### src/efs_pkg.sv
// ----------------------------------------------------------------------------
// efs_pkg
// Shared types, codes and the 3x3 kernel for the streaming edge filter.
// ----------------------------------------------------------------------------
`default_nettype none

package efs_pkg;

    // Configuration register indexes
    localparam logic [1:0] CFG_IMAGE_WIDTH  = 2'd0;
    localparam logic [1:0] CFG_IMAGE_HEIGHT = 2'd1;

    // Input opcodes
    localparam logic OP_PIXEL = 1'b0;
    localparam logic OP_DRAIN = 1'b1;

    // Result select bits: which windows an item emits, in output order
    localparam int unsigned SEL_FULL  = 0; // (older col, previous col, current col)
    localparam int unsigned SEL_EDGE1 = 1; // (previous col, current col, zero)
    localparam int unsigned SEL_EDGE2 = 2; // (current col, zero, zero)

    typedef logic [2:0] sel_mask_t;

    // One window column: gray values of the three rows
    typedef struct packed {
        logic [7:0] top;
        logic [7:0] mid;
        logic [7:0] bot;
    } column_t;

    // Hand-off from the line-buffer stage to the result stage
    typedef struct packed {
        column_t   win0;
        column_t   win1;
        column_t   cur;
        sel_mask_t mask;
        logic      image_end;
    } emit_load_t;

    // Kernel 1 2 1 / 2 -13 2 / 1 2 1 over columns p, q, r, clamped to 0..255
    function automatic logic [7:0] apply_kernel(column_t p, column_t q, column_t r);
        logic [11:0] pos;
        logic [11:0] neg;
        logic [11:0] diff;
        logic [7:0]  res;
        pos = 12'(p.top) + 12'(p.bot) + 12'(r.top) + 12'(r.bot)
            + ((12'(q.top) + 12'(q.bot) + 12'(p.mid) + 12'(r.mid)) << 1);
        neg  = (12'(q.mid) << 3) + (12'(q.mid) << 2) + 12'(q.mid);
        diff = pos - neg;
        if (pos < neg) begin
            res = 8'd0;
        end else if (diff > 12'd255) begin
            res = 8'd255;
        end else begin
            res = diff[7:0];
        end
        return res;
    endfunction

endpackage

`default_nettype wire

### src/efs_emitter.sv
// ----------------------------------------------------------------------------
// efs_emitter
// Result stage: steps through the up to three windows of one item, one
// kernel evaluation per cycle unless stalled, into the output register.
// ----------------------------------------------------------------------------
`default_nettype none

module efs_emitter (
    input  wire logic                aclk,
    input  wire logic                aresetn,
    input  wire logic                load,
    input  wire efs_pkg::emit_load_t load_data,
    output logic                     load_ready,
    output logic                     m_valid,
    input  wire logic                m_ready,
    output logic [7:0]               m_edge_value,
    output logic                     m_last_of_run,
    output logic                     m_last_of_image
);

    efs_pkg::column_t   win0_reg, win1_reg, cur_reg;
    efs_pkg::sel_mask_t mask_reg;
    logic               image_end_reg;
    logic               m_valid_reg;
    logic [7:0]         value_reg;
    logic               last_run_reg;
    logic               last_img_reg;

    efs_pkg::sel_mask_t sel;
    efs_pkg::sel_mask_t rem;
    efs_pkg::column_t   kp, kq, kr;
    logic               take;

    localparam efs_pkg::column_t ZERO_COL = '0;

    assign take = (mask_reg != '0) && (!m_valid_reg || m_ready);
    assign sel  = mask_reg & (~mask_reg + 3'd1);   // lowest pending window
    assign rem  = mask_reg & ~sel;
    assign load_ready = (mask_reg == '0) || (take && rem == '0);

    always_comb begin
        kp = cur_reg;
        kq = ZERO_COL;
        kr = ZERO_COL;
        priority if (sel[efs_pkg::SEL_FULL]) begin
            kp = win0_reg;
            kq = win1_reg;
            kr = cur_reg;
        end else if (sel[efs_pkg::SEL_EDGE1]) begin
            kp = win1_reg;
            kq = cur_reg;
        end else begin
            kp = cur_reg;
        end
    end

    always_ff @(posedge aclk) begin
        if (!aresetn) begin
            mask_reg    <= '0;
            m_valid_reg <= 1'b0;
        end else begin
            if (load) begin
                mask_reg <= load_data.mask;
            end else if (take) begin
                mask_reg <= rem;
            end
            if (take) begin
                m_valid_reg <= 1'b1;
            end else if (m_ready) begin
                m_valid_reg <= 1'b0;
            end
        end
    end

    always_ff @(posedge aclk) begin
        if (load) begin
            win0_reg      <= load_data.win0;
            win1_reg      <= load_data.win1;
            cur_reg       <= load_data.cur;
            image_end_reg <= load_data.image_end;
        end
        if (take) begin
            value_reg    <= efs_pkg::apply_kernel(kp, kq, kr);
            last_run_reg <= (rem == '0);
            last_img_reg <= (rem == '0) && image_end_reg;
        end
    end

    assign m_valid         = m_valid_reg;
    assign m_edge_value    = value_reg;
    assign m_last_of_run   = last_run_reg;
    assign m_last_of_image = last_img_reg;

endmodule

`default_nettype wire

### config.mk
export PLATFORM = sky130hd
export DESIGN_NAME = efs_emitter
export DESIGN_NICKNAME = d
export VERILOG_FILES = /design/src/efs_pkg.sv /design/src/efs_emitter.sv
export SDC_FILE = /design/constraint.sdc
export NUM_CORES = 1
export LEC_CHECK = 0
export ABC_AREA = 1
export BUFFER_PORTS_ARGS = -buffer_cell sky130_fd_sc_hd__buf_2
export CAP_MARGIN = 10
export CORE_ASPECT_RATIO = 0.75
export CORE_MARGIN = 1
export CORE_UTILIZATION = 53
export DETAILED_ROUTE_END_ITERATION = 8
export GPL_ROUTABILITY_DRIVEN = 0
export PLACE_DENSITY = 0.82
export SLEW_MARGIN = 20
export SYNTH_ARGS = -nofsm -noshare
export SYNTH_HDL_FRONTEND = slang
export SYNTH_SLANG_ARGS = --single-unit
export TNS_END_PERCENT = 1
### constraint.sdc
create_clock -name aclk -period 6.1 [get_ports aclk]
set_input_delay 0.915 -clock aclk [delete_from_list [all_inputs] [get_ports aclk]]
set_output_delay 0.915 -clock aclk [all_outputs]
set_load 0.005 [all_outputs]
-- Word-level counts from Yosys, hierarchy flattened
Cells that the tools add are included.
Widths: inputs -> output; s select.
- $add $sub $neg: 11
- multiply operators: 0
- divide/modulo/power cells: 0
- order comparisons: 2
- equality and inequality tests: 0
- shift-type cells: 0
- multiplexer cells: 10
- bitwise operators: 4
- reduce and logical (&&, ||, !) cells: 11
- operators by type and width (kind ; count):
    $mux 24 ; 5
    $add 10x8->11 ; 2
    $add 9x8->10 ; 2
    $add 8x8->9 ; 2
    $add 11x10->12 ; 1
    $add 11x12->12 ; 1
    $add 12x8->12 ; 1
    $gt 12x8->1 const B ; 1
    $lt 12x12->1 ; 1
    $sub 12x12->12 ; 1
    $mux 8 ; 1
    $and 3x3->3 ; 2
    $logic_not 3->1 ; 2
    $mux 3 ; 2
    $not 3->3 ; 2
    $reduce_bool 2->1 ; 2
    $add 3x1->3 const B ; 1
    $logic_and 1x1->1 ; 3
    $reduce_bool 3->1 ; 1
    $logic_or 1x1->1 ; 2
    $mux 1 ; 2
    $logic_not 1->1 ; 1
- flip-flop bits (word level): 87
- latch bits: 0
- memory bits (writable): 0
- bits in read-only memories: 0
- bits of input ports: 80
- output and inout port bits: 12
- memories kept: 0

-- Logic depth before layout (Yosys ltp)
Gate-level depths: netlist of the first run.
- word-level depth: 12
- mapped depth: 42

-- Worst setup path after synthesis of the first run
OpenSTA, ideal clock, no wires.
- path kind: register -> register
- start: register mask_reg[0]
- end: register value_reg[0] (netlist: m_edge_value[0]) (data pin)
- setup time: 250 ps
- arrival time: 5854 ps
- data required time: 5850 ps
- slack: -4 ps
- stages on the path, launching flop included: 39
- path buffers: 3
- cells stage by stage: dfxtp_1 buf_2 inv_1 buf_2 buf_1 nand3_1 o21ai_0 fa_1 fa_1 ha_1 inv_1 fa_1 o21ai_0 nand2_1 nand2_1 nand2_1 nand2_1 xnor2_1 (+3 left out) ha_1 inv_1 nor2_1 o21ai_0 nand2_1 nand2_1 nand2_1 ha_1 nand2_1 inv_1 a21oi_1 nand3_1 nand2_1 nand2_2 nor2_4 nand3_1 nand2_1 inv_1
- word-level cells in the longest chain between the ends: 12
- elaborated cells between the ends (all ways): 21
- ends and longest elaborated chain (element ; line ; source):
    start, declared ; efs_emitter.sv:22 ; efs_pkg::sel_mask_t mask_reg;
    start signal, assigned ; efs_emitter.sv:63 ; mask_reg <= load_data.mask;
    start signal, assigned ; efs_emitter.sv:65 ; mask_reg <= rem;
    $not 3->3 ; efs_emitter.sv:37 ; assign sel = mask_reg & (~mask_reg + 3'd1);
    $add 3x1->3 ; efs_emitter.sv:37 ;
    $and 3x3->3 * ; efs_emitter.sv:37 ;
    $mux 24 ; efs_emitter.sv:49 ; end else if (sel[efs_pkg::SEL_EDGE1]) begin
    $mux 24 ; efs_emitter.sv:45 ; priority if (sel[efs_pkg::SEL_FULL]) begin
    $add 8x8->9 (on tied branches) ; efs_pkg.sv:46, efs_pkg.sv:47 ;
    $add 9x8->10 (on tied branches) ; efs_pkg.sv:46, efs_pkg.sv:47 ;
    $add 10x8->11 (on tied branches) ; efs_pkg.sv:46, efs_pkg.sv:47 ;
    $add 11x12->12 ; efs_pkg.sv:47 ; + ((12'(q.top) + 12'(q.bot) + 12'(p.mid) + 12'(r.mid)) << 1);
    $sub 12x12->12 ; efs_pkg.sv:49 ; diff = pos - neg;
    $gt 12x8->1 ; efs_pkg.sv:52 ; end else if (diff > 12'd255) begin
    $mux 8 ; efs_pkg.sv:52 ;
    end signal, assigned ; efs_emitter.sv:83 ; value_reg <= efs_pkg::apply_kernel(kp, kq, kr);
    end, declared ; efs_emitter.sv:25 ; logic [7:0] value_reg;
Mark *: on every way between the ends. The rest lies on a longest branch, timed or not.
A chain may end at the register's enable or synchronous reset.

-- Final worst setup path of the first run
- start: register mask_reg[0]
- end: register value_reg[3] (netlist: m_edge_value[3]) (data pin)
Same word-level chain as after synthesis.

==> results.txt, run 1 <==
----------------------------------------------------
[Clock tree]
  Clock transition at path regs ... around 0.07 ns
  TritonCTS clock tree ... yes
  Clock latency on the worst-skew pair ... about 0.34 ns
  Number of H-tree levels ... 3
  Bufs on Longest Clock Path ... 2
  Root Buffer Master ... sky130_fd_sc_hd__clkbuf_16
  TritonCTS buffer count ... 9
  Cts hold-fix bufs ... 0
  Sinks on Clock Net ... 87

[Synth]
  Synth Area in XOR/XNOR ... 3.18%
  Synthesized area per cell ... approximately 9.6 µm²
  Post-synthesis compound-gate area fraction ... under 10%
  Fraction of registers with async set/reset ... 0%
  Post-Synthesis Cells ... 662
  Post-Syn Nets ... approximately 830
  Sequential fraction of the synthesis area ... just over 40%
  Synthesized cell area ... about 6300 µm²
  Fraction of synthesized area in multiplexers ... 0%
  Yosys Warn Count ... 0
  Area share of the largest cell type after synthesis ... around two fifths
  Adder and majority gate portion of the synthesized area ... about a quarter
  Largest area contributor in the netlist ... sky130_fd_sc_hd__edfxtp_1
  Dominant synthesized flop cell ... sky130_fd_sc_hd__edfxtp_1
  Combinational family with the most area after synthesis ... adder cells
  Top cells by area, synth ... sky130_fd_sc_hd__edfxtp_1 (39%), sky130_fd_sc_hd__fa_1 (15%), sky130_fd_sc_hd__ha_1 (9.1%)
  Post-synthesis sequential element count ... 87
  Count of distinct cell types in the synthesized netlist ... 33
  Post-synth EDFFs ... 83
  Post-synthesis share of cell area spent on and, or, nand and nor gates ... about an eighth

[Worst hold path]
  Classification of the worst-slack hold path ... reg -> reg
  Worst hold stages ... 2

[Place]
  IO buf count ... 91
  DP Wirelength ... 10500 µm

[Timing]
  Slew HR ... a little under a third
  Worst setup skew after layout ... slightly above 0.008 ns
  Highest clock frequency the design can meet ... roughly 170 MHz
  Worst-Margin Slew ... approximately 1.0 ns
  Hold violation count in the final report ... 0
  Final Slew Violations ... 0
  Final count of negative-setup-slack endpoints ... 0
  Final critical-path share of the clock period ... 98.4%
  Final critical path time including I/O delays and setup ... ~6.0 ns

[Final layout]
  Number of nets in the layout ... 957
  Area added between synthesis and finish ... 23.6%
  Fraction of layout instances using a drive strength above 1 ... between 20% and 30%
  Antenna fix cells ... 0
  Utilization of the core after routing ... just under 70%
  Final-layout fill cell count ... roughly 820

[Routing]
  Routed via count ... between 5000 and 6000
  Average routed wire per standard cell ... between 15 and 20 µm
  Wirelength, routed ... 14800 µm
  Pre-Repair DR Iteration Count ... 6
  Number of nets with antenna violations after routing ... 0
  DRC marker count from the first detailed-route iteration ... 384
  Via count normalized by instance count ... ~5.4
  DR DRC count ... 0

[Worst setup path]
  Kind of end point of the critical path ... register
  Max incr delay on CP ... 0.47 ns
  Critical path startpoint category ... register
  Max stage delay cell, worst path ... sky130_fd_sc_hd__fa_2
  Type of the worst setup path ... reg -> reg
  Crit path arrival time ... around 6 ns
  Required time at the worst-slack endpoint ... approximately 6.2 ns
  Worst reg-to-reg path cell count ... 35
  Worst Path Max Fanout ... 11
  Most repeated library cell on the critical path ... sky130_fd_sc_hd__nand2_1

[Global route]
  Via count of the first global-routing pass ... 5109
  Largest net degree at the start of global routing ... between 50 and 60
  GRT Overall Usage ... 23.7%
  Global-route wire length before repair ... 23100 µm
  Number of antenna violations at the first check in global routing ... 0
  Grt ovf ... 0

[Run status]
  Outcome ... completed

[Die]
  Die outline area ... approximately 12000 µm²
  Boundary Pins ... just over 90
  Number of cell rows ... 34
  Core Area ... roughly 12000 µm²
  Starting Density ... 54.5%
  Floorplan die height ... 96.7 µm
  Horiz. Die Dim ... approximately 130 µm

[Run]
  Number of max-cap violations ... 0

----------------------------------------------------
-- cell usage in the layout, fill, tap and decap left out, types with 5 or more instances in the layout --
master,instances
sky130_fd_sc_hd__o21ai_2,5
sky130_fd_sc_hd__nand2_1,125
sky130_fd_sc_hd__ha_1,36
sky130_fd_sc_hd__xnor2_1,6
sky130_fd_sc_hd__nand2_2,8
sky130_fd_sc_hd__inv_1,145
sky130_fd_sc_hd__o221ai_1,7
sky130_fd_sc_hd__clkbuf_16,10
sky130_fd_sc_hd__o21ai_1,5
sky130_fd_sc_hd__buf_2,91
sky130_fd_sc_hd__fa_1,42
sky130_fd_sc_hd__o21ai_0,15
sky130_fd_sc_hd__buf_4,29
sky130_fd_sc_hd__a21oi_1,29
sky130_fd_sc_hd__o22ai_1,17
sky130_fd_sc_hd__nand3_1,27
sky130_fd_sc_hd__a21oi_2,8
sky130_fd_sc_hd__ha_4,10
sky130_fd_sc_hd__nor2_1,19
sky130_fd_sc_hd__edfxtp_1,83
sky130_fd_sc_hd__xor2_1,15
-- cell type report --
cell class	instances	area (µm²)	area share, %
multi-input combinational	411	3390	43.3
inverter	149	562	7.18
clock buffer	9	225	2.88
clock inverter	7	77.6	0.991
sequential	87	2580	33.0
timing repair buffer	127	787	10.1
tap	162	203	2.59
-- Yosys cell counts (3+ instances only) --
cell type / instances
sky130_fd_sc_hd__edfxtp_1: 83
sky130_fd_sc_hd__nor2_1: 21
sky130_fd_sc_hd__nand2_1: 129
sky130_fd_sc_hd__o22ai_1: 17
sky130_fd_sc_hd__nand2_2: 4
sky130_fd_sc_hd__a211oi_1: 3
sky130_fd_sc_hd__a221oi_1: 4
sky130_fd_sc_hd__nand4_1: 4
sky130_fd_sc_hd__inv_1: 148
sky130_fd_sc_hd__ha_1: 46
sky130_fd_sc_hd__o221ai_1: 10
sky130_fd_sc_hd__fa_1: 46
sky130_fd_sc_hd__clkbuf_1: 7
sky130_fd_sc_hd__dfxtp_1: 4
sky130_fd_sc_hd__o21ai_0: 25
sky130_fd_sc_hd__xor2_1: 16
sky130_fd_sc_hd__nand3_1: 28
sky130_fd_sc_hd__a21oi_1: 36
sky130_fd_sc_hd__buf_2: 8
sky130_fd_sc_hd__o21bai_1: 3
sky130_fd_sc_hd__xnor2_1: 7
-- critical path: cells and delay by family (launching register included) --
kind	cells	cell delay (ns)
buffers and inverters	9	0.83
adder cells (fa/ha/maj)	7	2.67
AO/OA/AOI/OAI	3	0.44
flip-flops	1	0.38
AND/OR/NAND/NOR	16	1.43
-- kinds of logic after synthesis --
group	Yosys count
AO/OA/AOI/OAI	104
AND/OR/NAND/NOR	191
flip-flops	87
XOR/XNOR	23
adder cells (fa/ha/maj)	92
buffers and inverters	165
-- what timing repair did --
item	4_1_cts	5_1_grt
gates cloned	0	2
buffers inserted	0	7
pin swaps	2	22
setup endpoints to repair	8	8
resized for setup	14	57
-- final timing paths --
check         startpoint               to  slack [ns]
min reg2reg  mask_reg[2]      mask_reg[2]        0.55
min          mask_reg[2]      mask_reg[2]        0.55
max reg2reg  mask_reg[0]  m_edge_value[3]         0.1
max          mask_reg[0]  m_edge_value[3]         0.1
-- per-stage QoR --
stage / cells / worst slack, ns / cell area (µm²) / hold slack (ns) / TNS [ns]
final: 952 / 0.0980 / 7830 / 0.547 / 0
after global routing: 952 / -0.182 / 7830 / 0.603 / -1.29
after CTS: 943 / 0.0139 / 7460 / 0.550 / 0
after detailed placement: 927 / -0.323 / 7130 / 0.534 / -2.46
after global placement: 927 / -0.0219 / 7130 / 0.512 / -0.150
after floorplan: 662 / 0.0606 / 6330 / 0.494 / 0
-- routing by layer --
layer	GRT usage, %	part of all wire (%)	up-vias
met4	9.68	2.9	0
li1	-	-	2410
met2	39.9	48	238
met1	30.0	42	2416
met3	4.65	6.9	42
met5	0	0	-
Power of run 1 is not shown: default switching activity piles up to over one toggle a cycle in this logic, so the estimate is an artifact.
==> run 2, diff against run 1 <==
- RECOVER_POWER: default -> 100
==> run 2 against run 1 <==
Against the previous run: critical endpoint unchanged; cell area decreased by 0.21%; register-to-register slack got worse by 0.02 ns; sequential share of layout area increased by 0.069 points; highest routed layer unchanged; the run now ends with capacitance limit, slew limit left; cell count unchanged; largest cell class unchanged; flip-flop and latch count unchanged; count of clock-buffer cells in the layout unchanged; routed wire length increased by 0.89%; worst setup slack got worse by 0.016 ns.
==> results.txt, run 2 (synthesized netlist as in run 1, its figures left out) <==
----------------------------------------------------
[Worst hold path]
  Classification of the worst-slack hold path ... reg -> reg (unchanged)

[Die]
  Die outline area ... 12400 µm² (unchanged)
  Core Area ... 11600 µm² (unchanged)
  Number of cell rows ... 34 (unchanged)
  Starting Density ... 54.5% (unchanged)
  Boundary Pins ... 92 (unchanged)
  Horiz. Die Dim ... 128 µm (unchanged)
  Floorplan die height ... 96.7 µm (unchanged)

[Timing]
  Slew HR ... -87.3% (was 30.6%)
  Final critical path time including I/O delays and setup ... 6.02 ns (was 6.00 ns)
  Final Slew Violations ... 57 (was 0)
  Worst setup skew after layout ... 0.00832 ns (was 0.00818 ns)
  Worst-Margin Slew ... 2.81 ns (was 1.04 ns)
  Final count of negative-setup-slack endpoints ... 0 (unchanged)
  Final critical-path share of the clock period ... 98.7% (was 98.4%)
  WHS ... 0.547 ns (about the same)
  Hold violation count in the final report ... 0 (unchanged)
  Highest clock frequency the design can meet ... 166 MHz (was 167 MHz)

[Clock tree]
  Cts hold-fix bufs ... 0 (unchanged)
  TritonCTS buffer count ... 9 (unchanged)
  Bufs on Longest Clock Path ... 2 (unchanged)
  Clock transition at path regs ... 0.07 ns (about the same)
  TritonCTS clock tree ... yes (unchanged)
  Number of H-tree levels ... 3 (unchanged)
  Root Buffer Master ... sky130_fd_sc_hd__clkbuf_16 (unchanged)
  Sinks on Clock Net ... 87 (unchanged)
  Clock latency on the worst-skew pair ... 0.35 ns (was 0.34 ns)

[Run]
  Number of max-cap violations ... 1 (was 0)

[Global route]
  Number of antenna violations at the first check in global routing ... 0 (unchanged)
  Global-route wire length before repair ... 23100 µm (unchanged)
  Largest net degree at the start of global routing ... 57 (unchanged)
  Via count of the first global-routing pass ... 5109 (unchanged)
  GRT Overall Usage ... 23.7% (unchanged)
  Grt ovf ... 0 (unchanged)

[Worst setup path]
  Critical Path End ... m_edge_value[3] (unchanged)
  Type of the worst setup path ... reg -> reg (unchanged)
  Kind of end point of the critical path ... register (unchanged)
  Most repeated library cell on the critical path ... sky130_fd_sc_hd__nand2_1 (unchanged)
  Reg2Reg Launch Point ... mask_reg[0] (unchanged)
  Crit path arrival time ... 6.12 ns (was 6.10 ns)
  Required time at the worst-slack endpoint ... 6.20 ns (about the same)
  Sum of buffers and inverters on the critical path ... 5 (was 9)
  Logic depth of the worst setup path including buffers ... 29 (was 35)
  Worst reg-to-reg path cell count ... 29 (was 35)
  Critical R2R Capture ... m_edge_value[3] (unchanged)
  Kind of cell adding the most delay to the critical path ... adder cells (unchanged)
  Worst Path Max Fanout ... 8 (was 11)
  Max incr delay on CP ... 0.58 ns (was 0.47 ns)
  Slack of the worst reg-to-reg path ... 0.08 ns (was 0.1 ns)
  Critical path startpoint category ... register (unchanged)
  Max stage delay cell, worst path ... sky130_fd_sc_hd__fa_1 (was sky130_fd_sc_hd__fa_2)
  Beginning of the critical path ... mask_reg[0] (unchanged)

[Routing]
  DR DRC count ... 0 (unchanged)
  Routed via count ... 5117 (was 5106)
  DRC marker count from the first detailed-route iteration ... 397 (was 384)
  Pre-Repair DR Iteration Count ... 5 (was 6)
  Number of nets with antenna violations after routing ... 0 (unchanged)
  Wirelength, routed ... 15000 µm (was 14800 µm)
  Average routed wire per standard cell ... 15.7 µm (was 15.6 µm)
  Via count normalized by instance count ... 5.38 (was 5.36)

[Final layout]
  Sequential cell area ... 2580 µm² (unchanged)
  Most frequent standard cell in the layout excluding fill and tap cells ... sky130_fd_sc_hd__inv_1 (unchanged)
  Fraction of layout instances using a drive strength above 1 ... 23.8% (was 24.9%)
  Area added between synthesis and finish ... 23.3% (was 23.6%)
  Commonest cells after routing, fill and taps aside ... sky130_fd_sc_hd__inv_1 (145), sky130_fd_sc_hd__nand2_1 (125), sky130_fd_sc_hd__buf_2 (84), sky130_fd_sc_hd__edfxtp_1 (83), sky130_fd_sc_hd__fa_1 (42) (was sky130_fd_sc_hd__inv_1 (145), sky130_fd_sc_hd__nand2_1 (125), sky130_fd_sc_hd__buf_2 (91), sky130_fd_sc_hd__edfxtp_1 (83), sky130_fd_sc_hd__fa_1 (42))
  Final-layout fill cell count ... 822 (was 818)
  Area occupied by multi-input gates ... 3390 µm² (unchanged)
  Antenna fix cells ... 0 (unchanged)
  Number of nets in the layout ... 957 (unchanged)

[Place]
  DP Wirelength ... 10500 µm (unchanged)
  IO buf count ... 91 (unchanged)

[Run status]
  Outcome ... finished with violations (was completed)
  Failing checks ... capacitance limit, slew limit

----------------------------------------------------
run 2: cell types whose count changed in the layout (fill, tap and decap cells not counted):
| cell | delta |
|---|---|
| sky130_fd_sc_hd__clkbuf_1 | +9 |
| sky130_fd_sc_hd__buf_2 | -7 |
| sky130_fd_sc_hd__buf_4 | -2 |
run 2: layout make-up:
cell class | instances | share of cell area (%)
Multi-Input combinational cell | 411 | 43.4
Sequential cell | 87 | 33.0
Timing Repair Buffer | 127 | 9.87
Inverter | 149 | 7.19
Clock buffer | 9 | 2.88
Tap cell | 162 | 2.60
Clock inverter | 7 | 0.993
run 2: through the flow:
step / utilization [%] / area [µm²] / TNS [ns] / std cells / setup WS (ns)
floorplan: - / 6330 / 0 / 662 / 0.0606
global placement: 61.4 / 7130 / -0.150 / 927 / -0.0219
detailed placement: 61.4 / 7130 / -2.46 / 927 / -0.323
CTS: 64.3 / 7460 / 0 / 943 / 0.0139
global route: 67.2 / 7810 / -1.29 / 952 / -0.182
finish: 67.2 / 7810 / 0 / 952 / 0.0818
run 2: timing repair:
| item | CTS | global route |
|---|---|---|
| pin swaps | 2 | 22 |
| buffers inserted | 0 | 7 |
| gates resized for setup | 14 | 57 |
| cloned | 0 | 2 |
| endpoints found under the setup margin | 8 | 8 |
run 2: worst reg2reg max path: cells and delay by family, from the launching register on:
kind	cells	cell delay, ns
AO/OA/AOI/OAI	5	0.82
XOR/XNOR	2	0.42
adder cells (fa/ha/maj)	7	2.60
buffers and inverters	5	0.45
flip-flops	1	0.38
AND/OR/NAND/NOR	10	1.10
run 2: metal layers:
metal,global-route usage [%],routed length (µm),part of all wire (%)
met5,0,0,0
met4,9.68,373,2.5
met3,4.65,1000,6.7
met2,39.9,7290,49
met1,30.0,6290,42
run 2: how the worst min path moves through the flow:
stage	cells past startpoint	start	slack [ns]	endpoint
after floorplan	2	mask_reg[2]	0.49	mask_reg[2]
after global placement	2	mask_reg[2]	0.51	mask_reg[2]
after detailed placement	2	mask_reg[2]	0.53	mask_reg[2]
after CTS	2	mask_reg[2]	0.55	mask_reg[2]
after global routing	2	mask_reg[2]	0.60	mask_reg[2]
final	2	mask_reg[2]	0.55	mask_reg[2]
Power of run 2 is left out for the same reason.
==> run 3, diff against run 2 <==
- ABC_AREA: 1 -> default
==> run 3 against run 2 <==
Against the previous run: the flow finishes with violations (capacitance limit, slew limit, setup timing); flip-flop and latch count unchanged; first-iteration DRC count decreased by 61%; fmax decreased by 4.5%; worst setup slack got worse by 0.28 ns; utilization increased by 1.5 points; via count decreased by 13%; area after synthesis decreased by 2.6%; register-to-register slack got worse by 0.28 ns; non-clock buffer count increased by 22.
==> results.txt, run 3 <==
----------------------------------------------------
[Synth]
  Combinational family with the most area after synthesis ... adder cells (unchanged)
  Fraction of synthesized area in multiplexers ... 3.90% (was 0%)
  Fraction of registers with async set/reset ... 0% (unchanged)
  Count of distinct cell types in the synthesized netlist ... 46 (was 33)
  Largest area contributor in the netlist ... sky130_fd_sc_hd__edfxtp_1 (unchanged)
  Post-synthesis share of cell area spent on and, or, nand and nor gates ... 8.30% (was 12.6%)
  Yosys Warn Count ... 0 (unchanged)
  Most instantiated library cell after synthesis ... sky130_fd_sc_hd__edfxtp_1 (was sky130_fd_sc_hd__inv_1)
  Area share of the largest cell type after synthesis ... 40.4% (was 39.4%)
  Synthesized cell area ... 6160 µm² (was 6330 µm²)
  Post-synthesis sequential element count ... 87 (unchanged)
  Most used standard cells in the synthesized netlist ... sky130_fd_sc_hd__edfxtp_1 (83), sky130_fd_sc_hd__inv_1 (52), sky130_fd_sc_hd__fa_1 (46), sky130_fd_sc_hd__ha_1 (46), sky130_fd_sc_hd__nand2_1 (37) (was sky130_fd_sc_hd__inv_1 (148), sky130_fd_sc_hd__nand2_1 (129), sky130_fd_sc_hd__edfxtp_1 (83))
  Post-synth EDFFs ... 83 (unchanged)
  Top cells by area, synth ... sky130_fd_sc_hd__edfxtp_1 (40%), sky130_fd_sc_hd__fa_1 (15%), sky130_fd_sc_hd__ha_1 (9.3%) (was sky130_fd_sc_hd__edfxtp_1 (39%), sky130_fd_sc_hd__fa_1 (15%), sky130_fd_sc_hd__ha_1 (9.1%))
  Post-Syn Nets ... 700 (was 834)
  Dominant synthesized flop cell ... sky130_fd_sc_hd__edfxtp_1 (unchanged)
  Post-synthesis compound-gate area fraction ... 13.6% (was 9.96%)
  Post-Synthesis Cells ... 528 (was 662)
  Synthesized area per cell ... 11.7 µm² (was 9.56 µm²)
  Sequential fraction of the synthesis area ... 41.7% (was 40.6%)
  Synth Area in XOR/XNOR ... 3.69% (was 3.18%)
  Adder and majority gate portion of the synthesized area ... 24.4% (was 23.6%)

[Timing]
  Worst-Margin Slew ... 3.96 ns (was 2.81 ns)
  WHS ... 0.563 ns (was 0.547 ns)
  Final count of negative-setup-slack endpoints ... 8 (was 0)
  Final critical-path share of the clock period ... 103% (was 98.7%)
  Worst setup skew after layout ... 0.00806 ns (was 0.00832 ns)
  Unrepaired setup endpoints after global routing ... true
  Hold violation count in the final report ... 0 (unchanged)
  PnR worst setup slack ... -0.200 ns (was 0.0818 ns)
  Final critical path time including I/O delays and setup ... 6.30 ns (was 6.02 ns)
  Slew HR ... -164% (was -87.3%)
  Highest clock frequency the design can meet ... 159 MHz (was 166 MHz)
  Final Slew Violations ... 80 (was 57)

[Clock tree]
  Root Buffer Master ... sky130_fd_sc_hd__clkbuf_16 (unchanged)
  Clock latency on the worst-skew pair ... 0.35 ns (about the same)
  Clock transition at path regs ... 0.07 ns (about the same)
  Sinks on Clock Net ... 87 (unchanged)
  Bufs on Longest Clock Path ... 2 (unchanged)
  TritonCTS clock tree ... yes (unchanged)
  Number of H-tree levels ... 3 (unchanged)
  TritonCTS buffer count ... 9 (unchanged)

[Worst setup path]
  Series of cell instances along the critical path ... buf_6 -> mux2i_1 -> o21ai_1 -> fa_1 -> fa_1 -> ha_2 -> inv_2 -> fa_2 -> inv_1 -> fa_1 -> buf_4 -> fa_2 -> a21o_1 -> a21oi_2 -> nor2b_1 -> o21a_1 -> o41a_1 -> xor2_1 -> ha_2 -> or4_4 -> a21oi_4 -> o2111ai_4 -> o21a_1
  Beginning of the critical path ... mask_reg[1] (was mask_reg[0])
  Kind of end point of the critical path ... register (unchanged)
  Worst reg-to-reg path cell count ... 23 (was 29)
  Critical path startpoint category ... register (unchanged)
  Required time at the worst-slack endpoint ... 6.20 ns (about the same)
  Type of the worst setup path ... reg -> reg (unchanged)
  Critical Path End ... m_edge_value[0] (was m_edge_value[3])
  Critical R2R Capture ... m_edge_value[0] (was m_edge_value[3])
  Max stage delay cell, worst path ... sky130_fd_sc_hd__or4_4 (was sky130_fd_sc_hd__fa_1)
  Worst Path Max Fanout ... 8 (unchanged)
  Most repeated library cell on the critical path ... sky130_fd_sc_hd__fa_1 (was sky130_fd_sc_hd__nand2_1)
  Max incr delay on CP ... 0.53 ns (was 0.58 ns)
  Slack of the worst reg-to-reg path ... -0.20 ns (was 0.08 ns)
  Reg2Reg Launch Point ... mask_reg[1] (was mask_reg[0])
  Crit path arrival time ... 6.40 ns (was 6.12 ns)

[Power and ir drop]
  Overall power consumption ... 4.71 mW
  Largest voltage drop on the vdd net ... 0.506 mV
  Leak pwr ... approximately 3.3 nW
  Power density over the cells ... roughly 600 nW/µm²

[Routing]
  DR DRC count ... 0 (unchanged)
  Pre-Repair DR Iteration Count ... 5 (unchanged)
  Via count normalized by instance count ... 5.46 (was 5.38)
  Number of nets with antenna violations after routing ... 0 (unchanged)
  DRC marker count from the first detailed-route iteration ... 156 (was 397)
  Wirelength, routed ... 12700 µm (was 15000 µm)
  Routed via count ... 4452 (was 5117)
  Average routed wire per standard cell ... 15.6 µm (was 15.7 µm)

[Run status]
  Failing checks ... capacitance limit, slew limit, setup timing (was capacitance limit, slew limit)
  Outcome ... finished with violations (unchanged)

[Final layout]
  Area added between synthesis and finish ... 23.9% (was 23.3%)
  Cell area after layout ... 7640 µm² (was 7810 µm²)
  Number of nets in the layout ... 842 (was 957)
  Utilization of the core after routing ... 68.8% (was 67.2%)
  Final instance count without filler cells ... 815 (was 952)
  Most frequent standard cell in the layout excluding fill and tap cells ... sky130_fd_sc_hd__buf_2 (was sky130_fd_sc_hd__inv_1)
  Antenna fix cells ... 0 (unchanged)
  Commonest cells after routing, fill and taps aside ... sky130_fd_sc_hd__buf_2 (85), sky130_fd_sc_hd__edfxtp_1 (83), sky130_fd_sc_hd__inv_1 (51), sky130_fd_sc_hd__buf_4 (48), sky130_fd_sc_hd__fa_1 (44) (was sky130_fd_sc_hd__inv_1 (145), sky130_fd_sc_hd__nand2_1 (125), sky130_fd_sc_hd__buf_2 (84), sky130_fd_sc_hd__edfxtp_1 (83), sky130_fd_sc_hd__fa_1 (42))
  Fraction of layout instances using a drive strength above 1 ... 28.6% (was 23.8%)

[Die]
  Core Area ... 11100 µm² (was 11600 µm²)
  Die outline area ... 12100 µm² (was 12400 µm²)
  Starting Density ... 55.5% (was 54.5%)
  Horiz. Die Dim ... 127 µm (was 128 µm)
  Floorplan die height ... 95.4 µm (was 96.7 µm)
  Boundary Pins ... 92 (unchanged)
  Number of cell rows ... 33 (was 34)

[Global route]
  Global-route wire length before repair ... 20700 µm (was 23100 µm)
  Largest net degree at the start of global routing ... 80 (was 57)
  GRT Overall Usage ... 22.3% (was 23.7%)
  Number of antenna violations at the first check in global routing ... 0 (unchanged)
  Via count of the first global-routing pass ... 4581 (was 5109)
  Grt ovf ... 0 (unchanged)

[Place]
  DP Wirelength ... 9580 µm (was 10500 µm)
  Post-place instance area ... 7150 µm² (was 7130 µm²)
  Number of placed instances with taps included ... 787 (was 927)
  IO buf count ... 91 (unchanged)

[Worst hold path]
  Classification of the worst-slack hold path ... reg -> reg (unchanged)
  Start point of the worst min-delay path ... image_end_reg (was mask_reg[2])

[Run]
  Number of max-cap violations ... 1 (unchanged)

----------------------------------------------------
-- run 3: cell types whose count changed after synthesis, moves of 15 or more --
| cell | before | now |
|---|---|---|
| sky130_fd_sc_hd__a22o_1 | 0 | 20 |
| sky130_fd_sc_hd__and2_1 | 0 | 20 |
| sky130_fd_sc_hd__inv_1 | 148 | 52 |
| sky130_fd_sc_hd__mux2i_1 | 0 | 24 |
| sky130_fd_sc_hd__nand2_1 | 129 | 37 |
| sky130_fd_sc_hd__nand3_1 | 28 | 2 |
| sky130_fd_sc_hd__o21a_1 | 0 | 15 |
| sky130_fd_sc_hd__o22ai_1 | 17 | 0 |
-- run 3: power by group --
group | internal, mW | switching (mW)
Combinational | 1.64 | 1.71
Clock | 0.280 | 0.241
Sequential | 0.814 | 0.0316
-- run 3: through the flow --
stage | TNS, ns | setup slack [ns]
final | -1.52 | -0.200
after floorplan | -0.273 | -0.0447
after CTS | -0.834 | -0.113
after global placement | -0.308 | -0.0482
after detailed placement | -1.89 | -0.252
after global routing | -3.53 | -0.453
-- run 3: critical path, delay by kind of cell, from the launching register on --
kind	cells	cell delay (ns)
AO/OA/AOI/OAI	8	1.67
AND/OR/NAND/NOR	2	0.59
adder cells (fa/ha/maj)	7	2.80
flip-flops	1	0.36
XOR/XNOR	1	0.15
buffers and inverters	4	0.36
multiplexers	1	0.11
-- run 3: repair_timing --
action | in CTS | in global routing
pin swaps | 37 | 3
resized for setup | 24 | 5
hold buffers | 0 | 0
endpoints found under the setup margin | 8 | 8
setup buffers | 13 | 0
-- run 3: cell type report --
cell class / count / area [µm²]
clock buffers: 9 / 225
clock inverters: 7 / 55.1
fillers: 760 / 3470
inverters: 52 / 195
multi-input cells: 371 / 3470
flip-flops and latches: 87 / 2580
well taps: 140 / 175
repair buffers: 149 / 933
-- run 3: worst min-delay path by stage --
stage | end | slack, ns | cells past startpoint
detailed placement | m_last_of_image | 0.52 | 1
floorplan | m_last_of_image | 0.50 | 1
global route | m_last_of_image | 0.57 | 1
finish | m_last_of_image | 0.56 | 1
CTS | m_last_of_image | 0.56 | 1
global placement | m_valid | 0.52 | 1
-- run 3: metal layers --
metal	wire length, µm	global-route usage, %	vias to the layer above
met5	0	0	-
met4	272	8.53	0
met3	651	4.55	24
met2	6420	40.4	135
met1	5350	26.4	2135
li1	-	-	2158
-- run 3: kinds of logic (layout without fill, tap and decap cells) --
kind of cell,after synthesis,count (layout)
AOI/OAI and AO/OA,122,122
xor gates and xnor gates,26,26
adders and majority gates,93,93
buffers and inverters,70,217
DFF,87,87
muxes,24,24
and+or+nand+nor,106,106
No activity file was read; power rests on OpenSTA's default activity.
